`config.mk`:
```
export PLATFORM = sky130hd
export DESIGN_NAME = pair_ratio_interleave_sequencer_unit
export DESIGN_NICKNAME = d
export VERILOG_FILES = /design/src/hdl/prisu_pkg.sv /design/src/hdl/prisu_ratio.sv /design/src/hdl/prisu_spread.sv /design/src/hdl/pair_ratio_interleave_sequencer_unit.sv
export SDC_FILE = /design/constraint.sdc
export NUM_CORES = 1
export LEC_CHECK = 0
export BUFFER_PORTS_ARGS = -buffer_cell sky130_fd_sc_hd__buf_4
export CORE_ASPECT_RATIO = 1.25
export CORE_MARGIN = 1
export CORE_UTILIZATION = 55
export DETAILED_ROUTE_END_ITERATION = 10
export HOLD_SLACK_MARGIN = 0.12
export PLACE_DENSITY = 0.73
export SLEW_MARGIN = 0
export SYNTH_ARGS = -nofsm -noshare
export SYNTH_HDL_FRONTEND = slang
export SYNTH_SLANG_ARGS = --single-unit
```
`constraint.sdc`:
```
create_clock -name aclk -period 17.7 [get_ports aclk]
set_input_delay 0 -clock aclk [delete_from_list [all_inputs] [get_ports aclk]]
set_output_delay 0 -clock aclk [all_outputs]
set_load 0.01 [all_outputs]
```
`src/hdl/prisu_pkg.sv`:
```
// ----------------------------------------------------------------------------
// prisu_pkg
// Types and constants shared by the pair ratio interleave sequencer.
// ----------------------------------------------------------------------------
`timescale 1ns / 1ps

package prisu_pkg;

    localparam int unsigned ID_W       = 8;
    localparam int unsigned POS_W      = 7;
    localparam int unsigned SHARE_W    = 7;
    localparam int unsigned CFG_DATA_W = 8;
    localparam int unsigned CFG_IDX_W  = 2;

    typedef enum logic [CFG_IDX_W-1:0] {
        REG_FIRST_COMPONENT  = 2'd0,
        REG_SECOND_COMPONENT = 2'd1,
        REG_SHARE_B_PERCENT  = 2'd2,
        REG_LIMIT_CYCLE_ON   = 2'd3
    } cfg_reg_t;

    localparam logic [SHARE_W-1:0] FULL_PERCENT = 7'd100;
    localparam logic [SHARE_W-1:0] HALF_PERCENT = 7'd50;
    localparam logic [POS_W-1:0]   MAX_CYCLE    = 7'd24;

    typedef struct packed {
        logic [POS_W-1:0] ratio_a;
        logic [POS_W-1:0] ratio_b;
        logic [POS_W-1:0] cycle_len;
    } ratio_t;

    typedef struct packed {
        logic             emit;
        logic             pick_b;
        logic [POS_W-1:0] position;
        logic             cycle_last;
        logic [POS_W-1:0] pos_next;
        logic [POS_W-1:0] acc_next;
    } step_t;

    localparam logic [ID_W-1:0]    RST_FIRST_COMPONENT  = 8'd1;
    localparam logic [ID_W-1:0]    RST_SECOND_COMPONENT = 8'd2;
    localparam logic [SHARE_W-1:0] RST_SHARE_B_PERCENT  = 7'd50;
    localparam logic               RST_LIMIT_CYCLE_ON   = 1'b1;
    // 50 percent gives 1:1 over a cycle of two layers
    localparam ratio_t RST_RATIO = '{ratio_a: 7'd1, ratio_b: 7'd1, cycle_len: 7'd2};

endpackage

```
`src/hdl/prisu_ratio.sv`:
```
// ----------------------------------------------------------------------------
// prisu_ratio
// Maps the B share and the limit flag to the A:B layer ratio.
// ----------------------------------------------------------------------------
`timescale 1ns / 1ps

module prisu_ratio (
    input  logic [prisu_pkg::SHARE_W-1:0] share_b_percent,
    input  logic                          limit_cycle_on,
    output prisu_pkg::ratio_t             ratio
);

    logic [prisu_pkg::SHARE_W-1:0] mix;
    logic [prisu_pkg::SHARE_W-1:0] minor;
    logic [prisu_pkg::POS_W-1:0]   layers;
    logic [prisu_pkg::POS_W-1:0]   major_s;
    logic [prisu_pkg::POS_W-1:0]   minor_s;
    logic                          b_major;

    // Except at 0 and 100 percent, the minor side gets one layer, so the gcd step never reduces.
    always_comb begin
        mix     = (share_b_percent > prisu_pkg::FULL_PERCENT) ?
                  prisu_pkg::FULL_PERCENT : share_b_percent;
        b_major = (mix >= prisu_pkg::HALF_PERCENT);
        minor   = b_major ? (prisu_pkg::FULL_PERCENT - mix) : mix;

        // round((100 - minor) / minor), half away from zero
        case (minor) inside
            7'd1:      layers = 7'd99;
            7'd2:      layers = 7'd49;
            7'd3:      layers = 7'd32;
            7'd4:      layers = 7'd24;
            7'd5:      layers = 7'd19;
            7'd6:      layers = 7'd16;
            7'd7:      layers = 7'd13;
            7'd8:      layers = 7'd12;
            7'd9:      layers = 7'd10;
            7'd10:     layers = 7'd9;
            7'd11:     layers = 7'd8;
            [7'd12:7'd13]: layers = 7'd7;
            [7'd14:7'd15]: layers = 7'd6;
            [7'd16:7'd18]: layers = 7'd5;
            [7'd19:7'd22]: layers = 7'd4;
            [7'd23:7'd28]: layers = 7'd3;
            [7'd29:7'd40]: layers = 7'd2;
            [7'd41:7'd50]: layers = 7'd1;
            default:   layers = 7'd1;
        endcase

        // With limit_cycle_on set, scale cycles longer than 24 to 24 or 25
        // layers; the minor side floors at 1.
        minor_s = 7'd1;
        if (limit_cycle_on && (layers >= prisu_pkg::MAX_CYCLE)) begin
            major_s = (layers >= 7'd49) ? prisu_pkg::MAX_CYCLE : (prisu_pkg::MAX_CYCLE - 7'd1);
        end else begin
            major_s = layers;
        end

        if (mix == '0) begin
            ratio.ratio_a = 7'd1;
            ratio.ratio_b = 7'd0;
        end else if (mix == prisu_pkg::FULL_PERCENT) begin
            ratio.ratio_a = 7'd0;
            ratio.ratio_b = 7'd1;
        end else begin
            ratio.ratio_a = b_major ? minor_s : major_s;
            ratio.ratio_b = b_major ? major_s : minor_s;
        end
        ratio.cycle_len = ratio.ratio_a + ratio.ratio_b;
    end

endmodule

```
`src/hdl/prisu_spread.sv`:
```
// ----------------------------------------------------------------------------
// prisu_spread
// One Bresenham step: picks the layer's component and the next position.
// ----------------------------------------------------------------------------
`timescale 1ns / 1ps

module prisu_spread (
    input  logic                          restart,
    input  logic [prisu_pkg::POS_W-1:0]   pos_reg,
    input  logic [prisu_pkg::POS_W-1:0]   acc_reg,
    input  prisu_pkg::ratio_t             ratio,
    input  logic [prisu_pkg::ID_W-1:0]    first_component,
    input  logic [prisu_pkg::ID_W-1:0]    second_component,
    output prisu_pkg::step_t              step
);

    logic [prisu_pkg::POS_W-1:0] pos;
    logic [prisu_pkg::POS_W-1:0] acc;
    logic [prisu_pkg::POS_W-1:0] pos_w;
    logic [prisu_pkg::POS_W-1:0] acc_w;
    logic [prisu_pkg::POS_W:0]   acc_sum;
    logic [prisu_pkg::POS_W:0]   pos_inc;
    logic [prisu_pkg::POS_W:0]   len_x;
    logic [prisu_pkg::POS_W:0]   acc_wrap;
    logic                        ids_ok;

    always_comb begin
        pos    = restart ? '0 : pos_reg;
        acc    = restart ? '0 : acc_reg;
        ids_ok = (first_component != '0) && (second_component != '0) &&
                 (first_component != second_component);

        // Recover from a position left over from a longer cycle.
        if ((pos >= ratio.cycle_len) || (acc >= ratio.cycle_len)) begin
            pos_w = '0;
            acc_w = '0;
        end else begin
            pos_w = pos;
            acc_w = acc;
        end

        len_x    = {1'b0, ratio.cycle_len};
        acc_sum  = {1'b0, acc_w} + {1'b0, ratio.ratio_b};
        pos_inc  = {1'b0, pos_w} + 8'd1;
        acc_wrap = (acc_sum >= len_x) ? (acc_sum - len_x) : acc_sum;

        step.emit       = ids_ok;
        step.pick_b     = (acc_sum >= len_x);
        step.position   = pos_w;
        step.cycle_last = (pos_inc == len_x);

        if (!ids_ok) begin
            // hold position, keeping only the restart
            step.pos_next = pos;
            step.acc_next = acc;
        end else if (pos_inc >= len_x) begin
            step.pos_next = '0;
            step.acc_next = '0;
        end else begin
            step.pos_next = pos_inc[prisu_pkg::POS_W-1:0];
            step.acc_next = acc_wrap[prisu_pkg::POS_W-1:0];
        end
    end

endmodule

```
`src/hdl/pair_ratio_interleave_sequencer_unit.sv`:
```
// ----------------------------------------------------------------------------
// pair_ratio_interleave_sequencer_unit
// Two-component layer interleaver with a Bresenham spread of component B.
// ----------------------------------------------------------------------------
// The block takes one transfer per clock on the s_ channel and returns at most
// one result transfer per input on the m_ channel; each result passes through
// the input register and then the result register. Each input with valid ids
// advances the cycle position by one layer; s_restart first returns the
// cycle to position zero. The A:B ratio is looked up from share_b_percent and
// limit_cycle_on as each configuration write lands, so the per-layer work is
// one add and compare against the cycle length. While a result waits in the
// output register, the input register takes one more transfer and then holds
// s_ready low until m_ready returns; throughput is one item per cycle as long
// as m_ready is high. When an id is zero or the two ids are equal, inputs are consumed
// without a result (restart still takes effect).
// Configuration writes re-derive the ratio and clear the cycle position; write
// them only while no transfer is in flight.
// ----------------------------------------------------------------------------
`timescale 1ns / 1ps

module pair_ratio_interleave_sequencer_unit (
    input  logic                             aclk,
    input  logic                             aresetn,
    // input channel
    input  logic                             s_valid,
    output logic                             s_ready,
    input  logic                             s_restart,
    // result channel
    output logic                             m_valid,
    input  logic                             m_ready,
    output logic [prisu_pkg::ID_W-1:0]       m_component_id,
    output logic [prisu_pkg::POS_W-1:0]      m_position,
    output logic                             m_cycle_last,
    // configuration write port
    input  logic                             cfg_we,
    input  logic [prisu_pkg::CFG_IDX_W-1:0]  cfg_index,
    input  logic [prisu_pkg::CFG_DATA_W-1:0] cfg_wdata
);

    // configuration
    logic [prisu_pkg::ID_W-1:0]    first_reg,  first_next;
    logic [prisu_pkg::ID_W-1:0]    second_reg, second_next;
    logic [prisu_pkg::SHARE_W-1:0] share_reg,  share_next;
    logic                          limit_reg,  limit_next;
    prisu_pkg::ratio_t             ratio_reg,  ratio_next;

    // cycle state
    logic [prisu_pkg::POS_W-1:0]   pos_reg;
    logic [prisu_pkg::POS_W-1:0]   acc_reg;

    // input register
    logic                          in_vld_reg;
    logic                          restart_reg;

    // result register
    logic                          m_vld_reg;
    logic [prisu_pkg::ID_W-1:0]    id_reg;
    logic [prisu_pkg::POS_W-1:0]   position_reg;
    logic                          last_reg;

    prisu_pkg::step_t              step;
    logic                          advance;

    // Decode the write so the ratio is derived from the value being written.
    always_comb begin
        first_next  = first_reg;
        second_next = second_reg;
        share_next  = share_reg;
        limit_next  = limit_reg;
        if (cfg_we) begin
            case (prisu_pkg::cfg_reg_t'(cfg_index))
                prisu_pkg::REG_FIRST_COMPONENT:  first_next  = cfg_wdata;
                prisu_pkg::REG_SECOND_COMPONENT: second_next = cfg_wdata;
                prisu_pkg::REG_SHARE_B_PERCENT:  share_next  = cfg_wdata[prisu_pkg::SHARE_W-1:0];
                prisu_pkg::REG_LIMIT_CYCLE_ON:   limit_next  = cfg_wdata[0];
                default: begin
                    first_next = first_reg;
                end
            endcase
        end
    end

    prisu_ratio u_ratio (
        .share_b_percent (share_next),
        .limit_cycle_on  (limit_next),
        .ratio           (ratio_next)
    );

    prisu_spread u_spread (
        .restart          (restart_reg),
        .pos_reg          (pos_reg),
        .acc_reg          (acc_reg),
        .ratio            (ratio_reg),
        .first_component  (first_reg),
        .second_component (second_reg),
        .step             (step)
    );

    // Process the held item when the result register is free or draining.
    assign advance = in_vld_reg && (!m_vld_reg || m_ready);
    assign s_ready = !in_vld_reg || advance;

    always_ff @(posedge aclk) begin
        if (!aresetn) begin
            first_reg  <= prisu_pkg::RST_FIRST_COMPONENT;
            second_reg <= prisu_pkg::RST_SECOND_COMPONENT;
            share_reg  <= prisu_pkg::RST_SHARE_B_PERCENT;
            limit_reg  <= prisu_pkg::RST_LIMIT_CYCLE_ON;
            ratio_reg  <= prisu_pkg::RST_RATIO;
        end else if (cfg_we) begin
            first_reg  <= first_next;
            second_reg <= second_next;
            share_reg  <= share_next;
            limit_reg  <= limit_next;
            ratio_reg  <= ratio_next;
        end
    end

    // Cycle state: a configuration write restarts the cycle.
    always_ff @(posedge aclk) begin
        if (!aresetn) begin
            pos_reg <= '0;
            acc_reg <= '0;
        end else if (cfg_we) begin
            pos_reg <= '0;
            acc_reg <= '0;
        end else if (advance) begin
            pos_reg <= step.pos_next;
            acc_reg <= step.acc_next;
        end
    end

    // Input register: take a new transfer as the held one moves on.
    always_ff @(posedge aclk) begin
        if (!aresetn) begin
            in_vld_reg <= 1'b0;
        end else if (s_valid && s_ready) begin
            in_vld_reg <= 1'b1;
        end else if (advance) begin
            in_vld_reg <= 1'b0;
        end
    end

    always_ff @(posedge aclk) begin
        if (s_valid && s_ready) begin
            restart_reg <= s_restart;
        end
    end

    // Result register: load on an emitting step, drop once transferred.
    always_ff @(posedge aclk) begin
        if (!aresetn) begin
            m_vld_reg <= 1'b0;
        end else if (advance && step.emit) begin
            m_vld_reg <= 1'b1;
        end else if (m_ready) begin
            m_vld_reg <= 1'b0;
        end
    end

    always_ff @(posedge aclk) begin
        if (advance && step.emit) begin
            id_reg       <= step.pick_b ? second_reg : first_reg;
            position_reg <= step.position;
            last_reg     <= step.cycle_last;
        end
    end

    assign m_valid        = m_vld_reg;
    assign m_component_id = id_reg;
    assign m_position     = position_reg;
    assign m_cycle_last   = last_reg;

endmodule

```
* Yosys cells after proc, flatten, opt, wreduce, memory -nomap -nowiden
Cells that the tools add are included.
W data, S select, Z words.
** Cells by class
- Divide/modulo/power cells :: 0
- Shift operators :: 0
- Equality and inequality tests :: 17
- Add/sub/neg operators :: 5
- Order comparisons :: 20
- Reduce and logical (&&, ||, !) cells :: 26
- Muxes and demuxes :: 41
- Multiply operators :: 0
- Bitwise operators :: 1
** Operators by type and width (count)
- $mux W7 :: 28
- $mux W14 :: 4
- $ge A7 B5 Y1 const B :: 5
- $eq A7 B3 Y1 const B :: 4
- $eq A7 B4 Y1 const B :: 4
- $le A7 B5 Y1 const B :: 3
- $ge A8 B7 Y1 :: 2
- $reduce_bool A8 Y1 :: 2
- $eq A7 B2 Y1 const B :: 2
- $ge A7 B4 Y1 const B :: 2
- $ge A7 B6 Y1 const B :: 2
- $ge A7 B7 Y1 :: 2
- $le A7 B4 Y1 const B :: 2
- $logic_and A1 B1 Y1 :: 12
- $add A7 B1 Y8 const B :: 1
- $add A7 B7 Y8 :: 1
- $eq A8 B7 Y1 :: 1
- $mux W8 :: 1
- $ne A8 B8 Y1 :: 1
- $add A7 B7 Y7 :: 1
- $eq A7 B1 Y1 const B :: 1
- $eq A7 B7 Y1 const B :: 1
- $gt A7 B7 Y1 const B :: 1
- $le A7 B6 Y1 const B :: 1
- 15 further kinds :: 26
** Word-level totals
- Bits in writable memories :: 0
- Memories kept :: 0
- Register bits after elaboration :: 71
- Latch bits :: 0
- Logic and storage cells :: 124
- ROM bits :: 0

* Depth between registers and ports, before layout
- Word-level depth :: 33
- Depth in mapped cells :: 30
- Depth with buffers taken out :: 26

* Cells and area by module
A second synthesis with hierarchy kept.
** Unflattened totals
- Cells, all modules :: 701
- Area, all modules :: 5931.9 um^2
** Modules (own cells, without submodules)
- pair_ratio_interleave_sequencer_unit :: times used 1, seq. area each 1731.7 um^2, area each 2899.0 um^2, cells each 262
- prisu_spread :: times used 1, seq. area each 0.0 um^2, area each 1704.1 um^2, cells each 237
- prisu_ratio :: times used 1, seq. area each 0.0 um^2, area each 1328.8 um^2, cells each 202

* Worst setup path after synthesis
No wires, ideal clock.
- Path type :: reg-to-reg
- Start point :: reg restart_reg
- End point :: reg id_reg, in the netlist m_component_id[0] (data pin)
- Arrival time :: 5.436 ns
- Period minus slack after synthesis :: 5.696 ns
- Slack :: 12.004 ns
- Library setup time :: 0.260 ns
- Path buffers :: 4
- Cell stages (with the launch flop) :: 27
- Cells stage by stage :: edfxtp_1 -> clkbuf_1 -> nand2b_1 -> ha_1 -> nand2b_1 -> a21o_1 -> a21o_1 -> a21o_1 -> a21o_1 -> a21oi_1 -> o221a_2 -> clkbuf_1 -> and2_1 -> ha_1 -> a21o_1 -> a21oi_1 -> o21bai_1 -> a21oi_1 -> xnor2_1 -> ha_1 -> nand3_1 -> nor2_1 -> a2111oi_1 -> and2_0 -> clkbuf_1 -> buf_4 -> mux2_2
** On the way
- Longest elaborated chain between the ends :: 7
- Elaborated cells on any way between the ends :: 9
- Those cells by class :: add/sub (1); order compare (3); mux (4); reduce/logical (1)
** Ends and longest elaborated chain
- start: declaration :: RTL line pair_ratio_interleave_sequencer_unit.sv:53 : logic restart_reg;
- start signal: assignment :: RTL line pair_ratio_interleave_sequencer_unit.sv:146 : restart_reg <= s_restart;
- $mux W7, on equally long branches :: RTL line prisu_spread.sv:28, prisu_spread.sv:29
- $ge A7 B7 Y1 :: RTL line prisu_spread.sv:34 : if ((pos >= ratio.cycle_len) || (acc >= ratio.cycle_len)) begin
- $logic_or A1 B1 Y1 :: RTL line prisu_spread.sv:34
- $mux W7 (*) :: RTL line prisu_spread.sv:34
- $add A7 B7 Y8 (*) :: RTL line prisu_spread.sv:43 : acc_sum = {1'b0, acc_w} + {1'b0, ratio.ratio_b};
- $ge A8 B7 Y1 (*) :: RTL line prisu_spread.sv:48 : step.pick_b = (acc_sum >= len_x);
- $mux W8 (*) :: RTL line pair_ratio_interleave_sequencer_unit.sv:163 : id_reg <= step.pick_b ? second_reg : first_reg;
- end signal: assignment :: RTL line pair_ratio_interleave_sequencer_unit.sv:163
- end: declaration :: RTL line pair_ratio_interleave_sequencer_unit.sv:57 : logic [prisu_pkg::ID_W-1:0] id_reg;
Every way passes the cells marked *; elsewhere a longest branch is shown, timed or not.
A chain may end at the register's enable or synchronous reset.

* Worst setup path after layout
- Start point :: reg restart_reg
- End point :: reg acc_reg[5] in the netlist's numbering
** On the way
- Longest elaborated chain between the ends :: 9
- Elaborated cells on any way between the ends :: 15
- Those cells by class :: add/sub (3); order compare (4); mux (7); reduce/logical (1)
** Ends and longest elaborated chain
- $mux W7, on equally long branches :: RTL line prisu_spread.sv:28, prisu_spread.sv:29
- $ge A7 B7 Y1 :: RTL line prisu_spread.sv:34
- $logic_or A1 B1 Y1 :: RTL line prisu_spread.sv:34
- $mux W7 :: RTL line prisu_spread.sv:34
- $add A7 B7 Y8 :: RTL line prisu_spread.sv:43
- $sub A7 B7 Y7 / $ge A8 B7 Y1 (equally long branches) :: RTL line prisu_spread.sv:45 : acc_wrap = (acc_sum >= len_x) ? (acc_sum - len_x) : acc_sum;
- $mux W7 :: RTL line prisu_spread.sv:45
- $mux W14 :: RTL line prisu_spread.sv:56 : end else if (pos_inc >= len_x) begin
- $mux W14 (*) :: RTL line prisu_spread.sv:52 : if (!ids_ok) begin
- end signal: assignment :: RTL line pair_ratio_interleave_sequencer_unit.sv:129 : acc_reg <= step.acc_next;
- end: declaration :: RTL line pair_ratio_interleave_sequencer_unit.sv:49 : logic [prisu_pkg::POS_W-1:0] acc_reg;
Marked as above.

==> summary.txt <==
Detailed routing
  – DRT iter0 DRCs: 184
  – Post-Route WL: 13700 um
  – Post-DRT Antenna Nets: 0
  – Via count: 4756
  – Residual DRC: 0
  – DR vias/cell: 6.01
  – Routed wire length per instance: 17.3 um
  – Pre-antenna DRT Iters: 8

Hold path
  – Cells on Worst Hold Path: 4
  – Hold Path End: share_reg[4]
  – HP Start: cfg_index[1]
  – Worst min path class: in2reg

Clock tree
  – Clock tree root buffer cell: clkbuf_16
  – Clock buffer depth: 2
  – Clk_lat worst skew: 340 ps
  – H-tree levels: 3
  – Post-CTS sizing: 0
  – Clock sink total: 71
  – CTS tree: yes
  – Worst-path clk slew: 60 ps
  – Num CTS Buffers: 9

Logic synthesis
  – Avg Inst Size Synth: 8.68 sq um
  – Post-synthesis sequential area ratio: 29.1%
  – Post-synth ARST share: 0%
  – Distinct cell type count after synthesis: 79
  – Post-synth EDFFs: 17
  – Top_reg_cell synth: dfxtp_1
  – Yosys reg bits: 71
  – Syn Inst Count: 630
  – Warnings, synthesis: 0
  – Mapped Area: 5470 sq um
  – Syn nets: 694

STA
  – WHS: 197 ps
  – Highest clock rate: 145 MHz
  – Part of the cycle the worst path needs: 38.9%
  – Final setup vio count: 0
  – Worst Tran Pin Value: 1060 ps
  – RSZ-0062 raised after global routing: false
  – Tmin final: 6890 ps
  – Slew Viols, Final: 0
  – Fin. Hold Viols: 0
  – Setup TNS: 0 ps
  – Clock Skew: 8.26 ps
  – Worst slew margin: 29.2%

Power
  – LEAKAGE: 2.71 nW
  – Peak supply drop: 0.0511 mV
  – Pwr Density: 84.0 nW/um^2
  – Design Power: 0.000519 W

Cells and area
  – Layout net count: 724
  – Register area: 1590 sq um
  – Layout cells sized above 1: 12.6%
  – Area grow syn2layout: 12.8%
  – Finished Core Util: 63.9%
  – Fill cells: 795
  – Combined area of the multi-input logic cells: 3610 sq um
  – # diodes: 0
  – Final std cells w/o fill: 791
  – Max FFs per register: 14

Floorplanning
  – I/O Pins: 34
  – Rows: 40
  – Die H: 113 um
  – Core area: 9660 sq um
  – Die X: 91.2 um
  – Starting density of the core: 56.6%
  – Full die area: 10300 sq um

Global routing
  – GR Overflow Total: 0
  – Vias in the first global route: 4649
  – Initial antenna violation count: 0
  – Gr usage total: 27.6%
  – Largest net degree at the start of global routing: 44
  – Global-route wire length before repair: 22800 um

Setup path
  – Startpoint types: register
  – Crit-path max cell delay: 860 ps
  – CP most frequent cell: nor2_1
  – Critical Path Sink Type: register
  – CP Buf/Inv Count: 0
  – CP delay by family, top: compound AO/OA/AOI/OAI gates
  – Setup CP Type: reg2reg
  – Req. time, crit path: 17910 ps
  – Reg2reg start: restart_reg
  – Worst r2r path cells: 26
  – Crit path DAT: 7100 ps
  – Flop2flop setup slack: 10810 ps
  – Max FO, Critical Path: 18
  – Critical R2R Capture: acc_reg[5]
  – Critical-path top delay cell: and2_0

Flow run
  – MaxCap Viol Count: 0

Placement
  – PortBufs: 33
  – Post-DP HPWL: 10100 um
  – Routability congestion estimate: 0.905
  – DP Cell Count: 759

Run status
  – Outcome: completed
==> cells by family after synthesis <==
kind of cell | count (synthesis) | synth area share, %
multiplexers | 42 | 8.03
AO/OA/AOI/OAI | 151 | 19.9
AND/OR/NAND/NOR | 227 | 22.0
buffers and inverters | 62 | 4.85
adder cells (fa/ha/maj) | 48 | 11.4
XOR/XNOR | 29 | 4.78
flip-flops | 71 | 29.1
==> metrics by stage <==
| stage | setup slack [ps] | cell area (sq um) |
|---|---|---|
| 3_3_place_gp | 11290 | 5740 |
| 6_report | 10810 | 6170 |
| 4_1_cts | 10900 | 6170 |
| 5_1_grt | 10300 | 6170 |
| 3_5_place_dp | 10970 | 5740 |
| 2_1_floorplan | 12000 | 5470 |
==> cell usage after synthesis (all sizes together), types with 4 or more instances <==
cell | instances | area share (%)
buf | 16 | 1.7
mux2i | 30 | 5.6
a22oi | 9 | 1.2
nor2 | 55 | 3.8
a21o | 20 | 2.7
xor2 | 14 | 2.4
nor4 | 11 | 1.5
nand2b | 15 | 1.7
edfxtp | 17 | 9.3
o21ai | 29 | 2.7
dfxtp | 54 | 20
o211ai | 6 | 0.82
or3 | 4 | 0.46
nand3 | 15 | 1.5
and2 | 16 | 1.8
nand2 | 42 | 2.9
nor3 | 15 | 1.6
a31oi | 6 | 0.69
o22ai | 4 | 0.46
a21oi | 30 | 2.8
ha | 45 | 10
clkbuf | 16 | 1.1
o311ai | 4 | 0.78
mux2 | 12 | 2.5
o21a | 4 | 0.55
inv | 29 | 2.0
a21boi | 6 | 0.82
nor2b | 37 | 4.2
xnor2 | 15 | 2.4
==> power by group <==
| group | internal [W] | switching (W) |
|---|---|---|
| sequential | 0.000176 | 0.00000743 |
| combinational | 0.0000724 | 0.0000957 |
| clock | 0.0000955 | 0.0000717 |
==> layer usage <==
| layer | global-route usage (%) | share of wire (%) | up-vias |
|---|---|---|---|
| li1 | - | - | 2321 |
| met1 | 32.4 | 42 | 2249 |
| met2 | 49.4 | 51 | 153 |
| met3 | 4.53 | 3.9 | 33 |
| met4 | 12.0 | 3.3 | 0 |
| met5 | 0 | 0 | - |
==> worst min-delay path, stage by stage <==
cell and delay, ps:
buf_4 130, nand3b_4 200, nand2_1 90, nand3_1 80
==> how the worst max path moves through the flow <==
stage,startpoint,to,cells past startpoint
3_5_place_dp,restart_reg,acc_reg[5],26
3_3_place_gp,restart_reg,acc_reg[2],26
4_1_cts,restart_reg,acc_reg[5],26
2_1_floorplan,restart_reg,m_component_id[0],26
5_1_grt,restart_reg,acc_reg[5],26
6_report,restart_reg,acc_reg[5],26
==> layout make-up <==
type | count | share of cell area (%)
multi-input combinational | 497 | 58.5
timing repair buffer | 51 | 6.85
inverter | 30 | 1.83
tap | 126 | 2.56
clock buffer | 10 | 3.71
clock inverter | 6 | 0.730
sequential | 71 | 25.8
==> layout by cell type, fill, tap and decap left out, types with 5 or more instances in the layout <==
master,count
a21boi_0,6
a22oi_1,9
clkbuf_16,9
and2_1,14
o21ai_1,5
ha_1,45
xor2_1,13
mux2_2,12
nor2_1,54
nand2_1,42
dlygate4sd3_1,16
xnor2_1,15
nor2b_1,37
nor4_1,9
o21ai_0,23
mux2i_1,29
a21o_1,20
inv_1,29
nor3_1,13
nand2b_1,15
buf_4,35
a31oi_1,6
a21oi_1,29
edfxtp_1,17
nand3_1,14
o211ai_1,6
dfxtp_1,54
==> timing repair <==
item | CTS | global route
hold endpoints to repair | 32 | 0
setup endpoints to repair | 0 | 0
setup buffers | 0 | 0
hold buffers | 16 | 0
(Power assumes the default switching activity.)
